**src/sv/kvi_isqrt.sv**
```systemverilog
module kvi_isqrt #(
  parameter int VW = 46
) (
  input  logic               clk_i,
  input  logic               en_i,
  input  logic [VW-1:0]      v_i,
  output logic [VW/2-1:0]    root_o
);

  localparam int RW = VW / 2;

  logic [RW+1:0] rem_q  [RW];
  logic [RW+1:0] rem_d  [RW];
  logic [RW-1:0] root_q [RW];
  logic [RW-1:0] root_d [RW];
  logic [VW-1:0] rest_q [RW];
  logic [VW-1:0] rest_d [RW];

  always_comb begin
    logic [RW+1:0] rp;
    logic [RW-1:0] tp;
    logic [VW-1:0] sp;
    logic [RW+1:0] cur;
    logic [RW+1:0] trial;
    for (int i = 0; i < RW; i++) begin
      if (i == 0) begin
        rp = '0;
        tp = '0;
        sp = v_i;
      end else begin
        rp = rem_q[i-1];
        tp = root_q[i-1];
        sp = rest_q[i-1];
      end
      cur   = {rp[RW-1:0], sp[VW-1:VW-2]};
      trial = {tp, 2'b01};
      if (cur >= trial) begin
        rem_d[i]  = cur - trial;
        root_d[i] = {tp[RW-2:0], 1'b1};
      end else begin
        rem_d[i]  = cur;
        root_d[i] = {tp[RW-2:0], 1'b0};
      end
      rest_d[i] = {sp[VW-3:0], 2'b00};
    end
  end

  always_ff @(posedge clk_i) begin
    if (en_i) begin
      rem_q  <= rem_d;
      root_q <= root_d;
      rest_q <= rest_d;
    end
  end

  assign root_o = root_q[RW-1];

endmodule

```
**config.mk**
```make
export PLATFORM = sky130hd
export DESIGN_NAME = kvi_isqrt
export DESIGN_NICKNAME = d
export VERILOG_FILES = /design/src/sv/kvi_isqrt.sv
export SDC_FILE = /design/constraint.sdc
export NUM_CORES = 2
export LEC_CHECK = 0
export BUFFER_PORTS_ARGS = -buffer_cell sky130_fd_sc_hd__buf_2
export CAP_MARGIN = 20
export CORE_MARGIN = 2
export CORE_UTILIZATION = 50
export DETAILED_ROUTE_END_ITERATION = 10
export GPL_TIMING_DRIVEN = 0
export PLACE_DENSITY = 0.66
export SLEW_MARGIN = 40
export SYNTH_ARGS = -nofsm -noshare
export SYNTH_HDL_FRONTEND = slang
export SYNTH_SLANG_ARGS = --single-unit
```
**constraint.sdc**
```tcl
create_clock -name clk_i -period 5.34 [get_ports clk_i]
set_clock_uncertainty 0.05 [all_clocks]
set_input_delay 0.267 -clock clk_i [delete_from_list [all_inputs] [get_ports clk_i]]
set_output_delay 0.267 -clock clk_i [all_outputs]
set_load 0.1 [all_outputs]
```
==> reports/metrics.yaml <==
yosys:
  synth_edf_count: 1248
  async_flop_share: 0
  synth_nets: 4633
  yosysSeqAreaShare: 0.658
  synth_area_um2: 57000
  ys.flop_type: "edfxtp_1"
  yosys_register_bits: 1248
  synth.distinct_cells: 85
  syn_avg_cell_area_um2: 13.3
  synthCells: 4287
  ys_warn_count: 0
placement:
  gp_congestion: 0.930
  dp.cells: 5869
  hpwl_mm: 70.1
  dp_slack_ns: 0.684
  placed_cell_area_um2: 59600
  port-buffer-count: 70
cells_and_area:
  nFillCells: 8984
  design_area_um2: 64300
  layout_commonest_cell: "edfxtp_1"
  stdcell_count: 6145
  area_delta_synth_final_pct: 12.8
  diodes: 0
  final_util: 0.570
  regArea_um2: 37500
  final_cell_mix: "1248 x edfxtp_1, 367 x inv_1, 302 x a21oi_1"
  layout-drive-gt1-share: 0.0743
  nNetsFinal: 4897
  multi_input_area_um2: 17900
critical_path:
  crit_path_max_fanout: 10
  cp.required_ns: 5.72
  cp.arrival_ns: 5.03
  crit_type: "reg2reg"
  cp-start-kind: "flop"
  end_kind: "flop"
drt:
  drt-initial-drc-count: 2462
  drc: 0
  route.detailed.wl_per_inst_um: 16.1
  firstDrtPassIters: 6
  final_antenna_net_count: 0
  routed_via_density: 5.34
  wl_mm: 98.9
  dr_total_vias: 32813
floorplanning:
  rows: 123
  core_um2: 113000
  die_width_um: 342
  start_util: 0.505
  fp.dieH_um: 342
  die_area_um2: 117000
  ios: 71
sta:
  maxSlewViolCount: 0
  max_freq_ghz: 0.215
  finalHoldViolCount: 0
  worst_pin_slew_ns: 0.800
  grt_setup_unrepaired: "false"
  fin_crit_ns: 4.65
  setup_violations: 0
  timing.hold.ws_ns: 0.202
  setup_tns_ns: 0
  finalCritPeriodShare: 0.870
  relSlewSlack: 0.465
  setup_ws_ns: 0.692
worst_hold_path:
  worstHoldPathType: "in2reg"
clock_tree:
  clkSinkCount: 1248
  worstSkewPairLatency_ns: 0.73
  ctsHoldBuffers: 48
  cts.repair.resized: 0
  clk_pin_slew_ns: 0.06
  cts_root_buffer: "clkbuf_16"
  cts_tree: "built"
  cts_buffers: 132
  post_cts_buffers: 0
  htree_levels: 4
  clockBufferDepth: 3
power:
  total_leakage_power_nw: 24.7
  peakVddDrop_v: 0.000336
  total_power_mw: 26.9
  p_per_area_nw_per_um2: 419
outcome:
  outcome: "complete, no violations"
grt:
  overflow: 0
  grt_pass1_wl_mm: 161
  grt_pass1_vias: 31901
  grtUsageTotal: 0.170
  grt_start_max_net_pins: 119
  antenna_found_initial: 0
job:
  maxCapViolations: 0
-- power by group --
group          internal (mW)  switching, mW  total, mW
registers               12.4          0.681       13.0
logic                   2.20           2.92       5.12
clock network           5.14           3.61       8.75
-- layer usage --
layer,vias up,share of wire,global-route usage
met1,15576,0.46,0.236
met4,0,0.023,0.0552
met2,681,0.46,0.273
li1,16387,-,-
met3,169,0.054,0.0319
met5,-,0,0
-- worst max-delay path: stages, from the launching register on --
cell,delay (ns)
edfxtp_1,0.41
ha_1,0.29
clkbuf_1,0.28
nand4_1,0.20
nor3_1,0.39
nand3_1,0.18
o41ai_2,0.55
nor3b_1,0.13
a21oi_2,0.49
clkbuf_1,0.57
clkbuf_1,0.58
a21oi_1,0.19
-- registers in the layout, summed over array words and instances, names as in the netlist --
name,count
rem_q,466
root_q,253
root_o,23
rest_q,44
rest_d,462
-- worst paths after layout --
kind	slack, ns	endpoint	depth (start not counted)	start
setup reg to reg	0.69	rem_q[66]$_DFFE_PP_	11	rem_q[87]$_DFFE_PP_
hold reg to reg	0.36	rest_d[640]$_DFFE_PP_	0	rest_d[684]$_DFFE_PP_
hold / removal	0.20	rest_d[986]$_DFFE_PP_	2	v_i[16]
setup / recovery	0.69	rem_q[66]$_DFFE_PP_	11	rem_q[87]$_DFFE_PP_
-- synthesized netlist by cell type, types with 84 or more instances --
master | count | share of area
ha_1 | 298 | 0.065
a21oi_1 | 305 | 0.027
a21o_1 | 85 | 0.011
nor2_1 | 291 | 0.019
xnor2_1 | 207 | 0.032
nand2_1 | 233 | 0.015
o21ai_0 | 115 | 0.010
inv_1 | 367 | 0.024
xor2_1 | 155 | 0.024
nor3_1 | 115 | 0.010
o21ai_1 | 84 | 0.0074
edfxtp_1 | 1248 | 0.66
-- area by class of cell --
class                      count  area share
buffer                        70     0.00428
tap                         1500      0.0292
inverter                     370      0.0216
timing repair buffer         130      0.0183
clock inverter                60     0.00927
multi-input combinational   2599       0.279
clock buffer                 168      0.0552
sequential                  1248       0.583
-- logic make-up (layout without fill, tap and decap cells) --
logic type / Yosys count / count (layout) / share of synthesized area
flops: 1248 / 1248 / 0.658
simple gates: 1042 / 1042 / 0.0896
compound gates: 828 / 828 / 0.0885
buf+inv: 440 / 798 / 0.0292
xor+xnor: 363 / 363 / 0.0560
fa+ha+maj: 298 / 298 / 0.0655
mux: 67 / 67 / 0.0132
other cells: 1 / 1 / 0.0000658
Power figures use the tool's default switching activity.
