<file path="config.mk">
export PLATFORM = sky130hd
export DESIGN_NAME = kvi_div
export DESIGN_NICKNAME = d
export VERILOG_FILES = /design/src/sv/kvi_div.sv
export SDC_FILE = /design/constraint.sdc
export NUM_CORES = 2
export LEC_CHECK = 0
export BUFFER_PORTS_ARGS = -buffer_cell sky130_fd_sc_hd__buf_2
export CAP_MARGIN = 10
export CORE_ASPECT_RATIO = 0.6
export CORE_MARGIN = 1
export CORE_UTILIZATION = 35
export DETAILED_ROUTE_END_ITERATION = 10
export SYNTH_ARGS = -nofsm -noshare
export SYNTH_HDL_FRONTEND = slang
export SYNTH_SLANG_ARGS = --single-unit
</file>
<file path="constraint.sdc">
create_clock -name clk_i -period 9.36 [get_ports clk_i]
set_input_delay 1.404 -clock clk_i [delete_from_list [all_inputs] [get_ports clk_i]]
set_output_delay 1.404 -clock clk_i [all_outputs]
set_load 0.1 [all_outputs]
</file>
<file path="src/sv/kvi_div.sv">
module kvi_div #(
  parameter int NW = 39,
  parameter int DW = 24,
  parameter int QW = 16
) (
  input  logic          clk_i,
  input  logic          en_i,
  input  logic [NW-1:0] n_i,
  input  logic [DW-1:0] d_i,
  output logic [QW-1:0] q_o
);

  logic [DW-1:0] rem_q  [QW];
  logic [DW-1:0] rem_d  [QW];
  logic [DW-1:0] dv_q   [QW];
  logic [DW-1:0] dv_d   [QW];
  logic [QW-1:0] rest_q [QW];
  logic [QW-1:0] rest_d [QW];
  logic [QW-1:0] quo_q  [QW];
  logic [QW-1:0] quo_d  [QW];

  always_comb begin
    logic [DW-1:0] rp;
    logic [DW-1:0] dp;
    logic [QW-1:0] sp;
    logic [QW-1:0] qp;
    logic [DW:0]   cur;
    for (int i = 0; i < QW; i++) begin
      if (i == 0) begin
        rp = DW'(n_i[NW-1:QW]);
        dp = d_i;
        sp = n_i[QW-1:0];
        qp = '0;
      end else begin
        rp = rem_q[i-1];
        dp = dv_q[i-1];
        sp = rest_q[i-1];
        qp = quo_q[i-1];
      end
      cur = {rp, sp[QW-1]};
      if (cur >= {1'b0, dp}) begin
        rem_d[i] = DW'(cur - {1'b0, dp});
        quo_d[i] = {qp[QW-2:0], 1'b1};
      end else begin
        rem_d[i] = cur[DW-1:0];
        quo_d[i] = {qp[QW-2:0], 1'b0};
      end
      dv_d[i]   = dp;
      rest_d[i] = {sp[QW-2:0], 1'b0};
    end
  end

  always_ff @(posedge clk_i) begin
    if (en_i) begin
      rem_q  <= rem_d;
      dv_q   <= dv_d;
      rest_q <= rest_d;
      quo_q  <= quo_d;
    end
  end

  assign q_o = quo_q[QW-1];

endmodule
</file>
==> impl_metrics.prom <==
# TYPE chip_impl_metric gauge
chip_impl_info{name="crit_path_start_kind",value="register"} 1
chip_impl_info{name="critPathKind",value="reg2reg"} 1
chip_impl_metric{name="core_area",unit="sq um"} 145800
chip_impl_info{name="unrepaired_setup_endpoints_after_global_routing",value="false"} 1
chip_impl_metric{name="synth_compound_area_share",unit="%"} 12.44
chip_impl_info{name="hold-path-endpoint",value="rest_q[63]"} 1
chip_impl_metric{name="report.final.slew_viol_count",unit=""} 0
chip_impl_metric{name="grt_antenna_before_repair",unit=""} 1
chip_impl_metric{name="slew_headroom",unit="%"} 25.18
chip_impl_info{name="cp_top_family",value="compound AO/OA/AOI/OAI gates"} 1
chip_impl_metric{name="power.total",unit="W"} 0.01918
chip_impl_metric{name="power.ir.vdd_worst",unit="mV"} 0.1786
chip_impl_metric{name="yosysSeqAreaShare",unit="%"} 56.53
chip_impl_metric{name="largest_net_degree_at_the_start_of_global_routing",unit=""} 170
chip_impl_metric{name="pin_count",unit=""} 81
chip_impl_metric{name="post_cts_hold_buffer_count",unit=""} 0
chip_impl_metric{name="first_global_vias",unit=""} 30500
chip_impl_metric{name="synthesis.instances",unit=""} 4299
chip_impl_metric{name="drt-pass1-iter-count",unit=""} 6
chip_impl_metric{name="fin_nets",unit=""} 4894
chip_impl_metric{name="std_cell_rows",unit=""} 108
chip_impl_metric{name="area_delta_synth_final",unit="%"} 11.51
chip_impl_metric{name="grt_pass1_wl",unit="um"} 173000
chip_impl_metric{name="setup_viol",unit=""} 0
chip_impl_metric{name="syn-mean-instance-area",unit="sq um"} 12.06
chip_impl_metric{name="worstHoldPathCells",unit=""} 0
chip_impl_metric{name="die_h",unit="um"} 300.1
chip_impl_metric{name="pwr-share-comb",unit="%"} 43.0
chip_impl_info{name="worstPathCellList",value="ha_1 -> o21ai_0 -> a21oi_1 -> o21ai_0 -> a221oi_2 -> o41ai_4 -> nor4b_1 -> o311ai_1 -> o311ai_1 -> a211o_1 -> buf_4 -> mux2_2"} 1
chip_impl_info{name="synth-main-ff-cell",value="edfxtp_1"} 1
chip_impl_metric{name="clock_insertion_delay_worst_skew",unit="ps"} 730
chip_impl_metric{name="ys_async_sr_fraction",unit="%"} 0
chip_impl_metric{name="synth_area_in_simple_gates",unit="%"} 7.891
chip_impl_metric{name="clock_tree.htree_level_count",unit=""} 3
chip_impl_metric{name="max_freq",unit="MHz"} 212.8
chip_impl_metric{name="cts_max_path_buffers",unit=""} 3
chip_impl_info{name="critical_path.reg2reg.endpoint",value="rem_q[151]"} 1
chip_impl_metric{name="finalCritPeriodShare",unit="%"} 50.20
chip_impl_info{name="crit-reg2reg-launch",value="rem_q[170]"} 1
chip_impl_metric{name="route.antenna.remaining_nets",unit=""} 0
chip_impl_info{name="result_of_the_run",value="completed"} 1
chip_impl_metric{name="power.switching",unit="W"} 0.006981
chip_impl_info{name="min-delay-start",value="rest_d[63]"} 1
chip_impl_metric{name="hold_ws",unit="ps"} 401.9
chip_impl_metric{name="ff2ff_path_depth",unit=""} 12
chip_impl_metric{name="switching_share",unit="%"} 36.40
chip_impl_metric{name="clk_pin_slew_worst_paths",unit="ps"} 60
chip_impl_metric{name="power.share.clock",unit="%"} 21.4
chip_impl_metric{name="drt_drc_violations_left",unit=""} 0
chip_impl_metric{name="synth.mux.area_fraction",unit="%"} 4.013
chip_impl_metric{name="netlist-cell-type-count",unit=""} 83
chip_impl_metric{name="hpwlAfterDp",unit="um"} 79610
chip_impl_metric{name="layout.filler_cells",unit=""} 13680
chip_impl_metric{name="adder_cell_share_of_the_synthesized_area",unit="%"} 9.846
chip_impl_metric{name="syn_warnings",unit=""} 0
chip_impl_metric{name="yosys.area_share.xor_xnor",unit="%"} 5.017
chip_impl_metric{name="die_w",unit="um"} 498.9
chip_impl_metric{name="synth-seq-cells",unit=""} 976
chip_impl_metric{name="timing_hold_violations_final",unit=""} 0
chip_impl_metric{name="postLayoutCoreUtil",unit="%"} 39.65
chip_impl_info{name="path_type_of_the_worst_min_delay_path",value="reg2reg"} 1
chip_impl_metric{name="detailroute.via_count",unit=""} 32650
chip_impl_metric{name="post_cts_resized",unit=""} 0
chip_impl_metric{name="tritoncts_num_sinks",unit=""} 976
chip_impl_metric{name="cellLeakagePower",unit="nW"} 23.27
chip_impl_info{name="clock_tree_root_driver_cell",value="clkbuf_16"} 1
chip_impl_metric{name="fp.dieArea",unit="sq um"} 149700
chip_impl_metric{name="syn_nets",unit=""} 4763
chip_impl_metric{name="synth_area",unit="sq um"} 51850
chip_impl_metric{name="port_buffers",unit=""} 80
chip_impl_metric{name="drv_cap",unit=""} 0
chip_impl_metric{name="cts.repair_timing.setup_buffer_count",unit=""} 0
chip_impl_metric{name="critical_path_arrival",unit="ps"} 5160
chip_impl_metric{name="ratio_of_routed_vias_to_standard_cells",unit=""} 5.072
chip_impl_metric{name="fin_crit",unit="ps"} 4699
chip_impl_metric{name="wirelength",unit="um"} 109600
chip_impl_metric{name="wl_per_cell",unit="um"} 17.03
chip_impl_info{name="kind_of_end_point_of_the_critical_path",value="register"} 1
chip_impl_metric{name="worst_ep_required_time",unit="ps"} 9820
chip_impl_metric{name="number_of_flops_mapped_to_enable_cells_by_yosys",unit=""} 976
chip_impl_metric{name="max_slew.worst_pin.slew",unit="ps"} 1112
chip_impl_metric{name="critPathMaxFanout",unit=""} 43
chip_impl_metric{name="cts_made_buffers",unit=""} 103
chip_impl_metric{name="seq_power_share",unit="%"} 35.6
chip_impl_metric{name="cell_internal_pwr",unit="W"} 0.01220
chip_impl_metric{name="fin_skew",unit="ps"} 36.81
chip_impl_metric{name="crit_buf_inv",unit=""} 1
chip_impl_metric{name="grt_usage",unit="%"} 14.47
chip_impl_metric{name="first_iter_violations",unit=""} 3140
chip_impl_info{name="synth_top_family_by_area",value="compound AO/OA/AOI/OAI gates"} 1
chip_impl_metric{name="max_stage_delay",unit="ps"} 630
chip_impl_info{name="cts_tree",value="built"} 1
chip_impl_info{name="worst_path_max_delay_cell",value="nor4b_1"} 1
chip_impl_metric{name="cellPowerDensity",unit="nW/um^2"} 331.7
chip_impl_metric{name="r2r_setup_slack",unit="ps"} 4660
chip_impl_metric{name="initial_core_util",unit="%"} 35.56
chip_impl_metric{name="gr-total-overflow",unit=""} 0
chip_impl_metric{name="setup_tns",unit="ps"} 0
chip_impl_metric{name="globalplace.congestion",unit=""} 0.9194
chip_impl_metric{name="final_layout_size_suffix_gt1_share",unit="%"} 9.785
==> synthesized netlist by cell type, drive strengths merged, types with 26 or more instances <==
library cell | count | area, sq um
nand3 | 59 | 295.3
mux2 | 169 | 1911
edfxtp | 976 | 29310
inv | 467 | 1753
xor2 | 115 | 1007
xnor2 | 182 | 1594
o21bai | 28 | 210.2
and3 | 32 | 200.2
nor2 | 233 | 874.6
nand4 | 56 | 350.3
nor2b | 61 | 381.6
a31oi | 26 | 168.9
o21a | 46 | 345.3
nor3 | 46 | 230.2
nand2b | 46 | 287.8
nand2 | 253 | 949.7
o21ai | 264 | 1329
buf | 36 | 271.5
a21o | 162 | 1216
a21oi | 331 | 1672
clkbuf | 50 | 187.7
ha | 384 | 4805
==> power by group through the flow <==
stage / Combinational (W) / Sequential [W] / Clock [W]
floorplan: 0.00621 / 0.00678 / 0
global placement: 0.00784 / 0.00692 / 0
detailed placement: 0.00801 / 0.00693 / 0
CTS: 0.00809 / 0.00685 / 0.00427
global route: 0.00911 / 0.00695 / 0.00442
finish: 0.00824 / 0.00684 / 0.00410
==> worst max-delay path by stage <==
stage | endpoint | slack, ps | start | cells past startpoint
5_1_grt | rem_q[151] | 4410 | dv_d[147] | 13
2_1_floorplan | rem_q[377] | 4730 | n_i[15] | 16
6_report | rem_q[151] | 4660 | rem_q[170] | 12
3_3_place_gp | rem_q[362] | 3990 | n_i[15] | 16
3_5_place_dp | rem_q[362] | 4030 | n_i[15] | 16
4_1_cts | rem_q[362] | 4790 | n_i[15] | 16
==> cell type report <==
cell class	count	area [sq um]	share of cell area [%]
antenna	5	12.51	0.02164
tap	1925	2409	4.166
clock inverter	60	654.4	1.132
inverter	467	1753	3.032
timing repair buffer	112	663.1	1.147
sequential	976	29310	50.69
clock buffer	122	2649	4.582
multi-input combinational	2770	20360	35.22
==> placed cells by master, fill, tap and decap left out, types with 59 or more instances in the layout <==
master,Yosys,routed
edfxtp_1,976,976
inv_1,467,467
ha_1,384,384
a21oi_1,327,327
nand2_1,253,253
o21ai_0,250,250
nor2_1,233,233
xnor2_1,182,182
a21o_1,162,162
mux2_2,148,148
xor2_1,115,115
clkbuf_16,0,103
buf_2,16,79
nor2b_1,61,61
nand3_1,59,59
==> per-stage QoR <==
step                      cells  worst slack [ps]  cell area [sq um]
after global routing       6435              4414              57810
after detailed placement   6250              4030              54500
after floorplan            4299              4731              51850
final                      6437              4661              57810
after global placement     6250              3986              54500
after CTS                  6432              4789              57800
==> per-layer routing <==
layer / up-vias / GRT usage [%] / part of all wire (%)
li1: 16040 / - / -
met3: 127 / 4.907 / 9.5
met1: 15610 / 24.18 / 55
met2: 879 / 16.96 / 34
met4: 0 / 2.839 / 1.4
met5: - / 0 / 0
==> worst reg2reg max path: stages (launching register included) <==
cell and delay (ps):
edfxtp_1 390, ha_1 490, o21ai_0 150, a21oi_1 210
o21ai_0 240, a221oi_2 470, o41ai_4 160, nor4b_1 640
o311ai_1 300, o311ai_1 380, a211o_1 180, buf_4 400
mux2_2 440
==> flip-flops by register name (all words and copies together), names as in the netlist <==
register  flops
dv_d        360
rem_q       360
quo_q       120
rest_d      105
q_o          16
rest_q       15
==> kinds of logic (layout without fill, tap and decap cells) <==
group / Yosys count / after routing
flops: 976 / 976
xor+xnor: 297 / 297
compound gates: 1027 / 1027
mux: 186 / 186
other cells: 0 / 5
simple gates: 861 / 861
buf+inv: 553 / 761
fa+ha+maj: 399 / 399
Note: power is estimated with default switching activity, not from simulation.
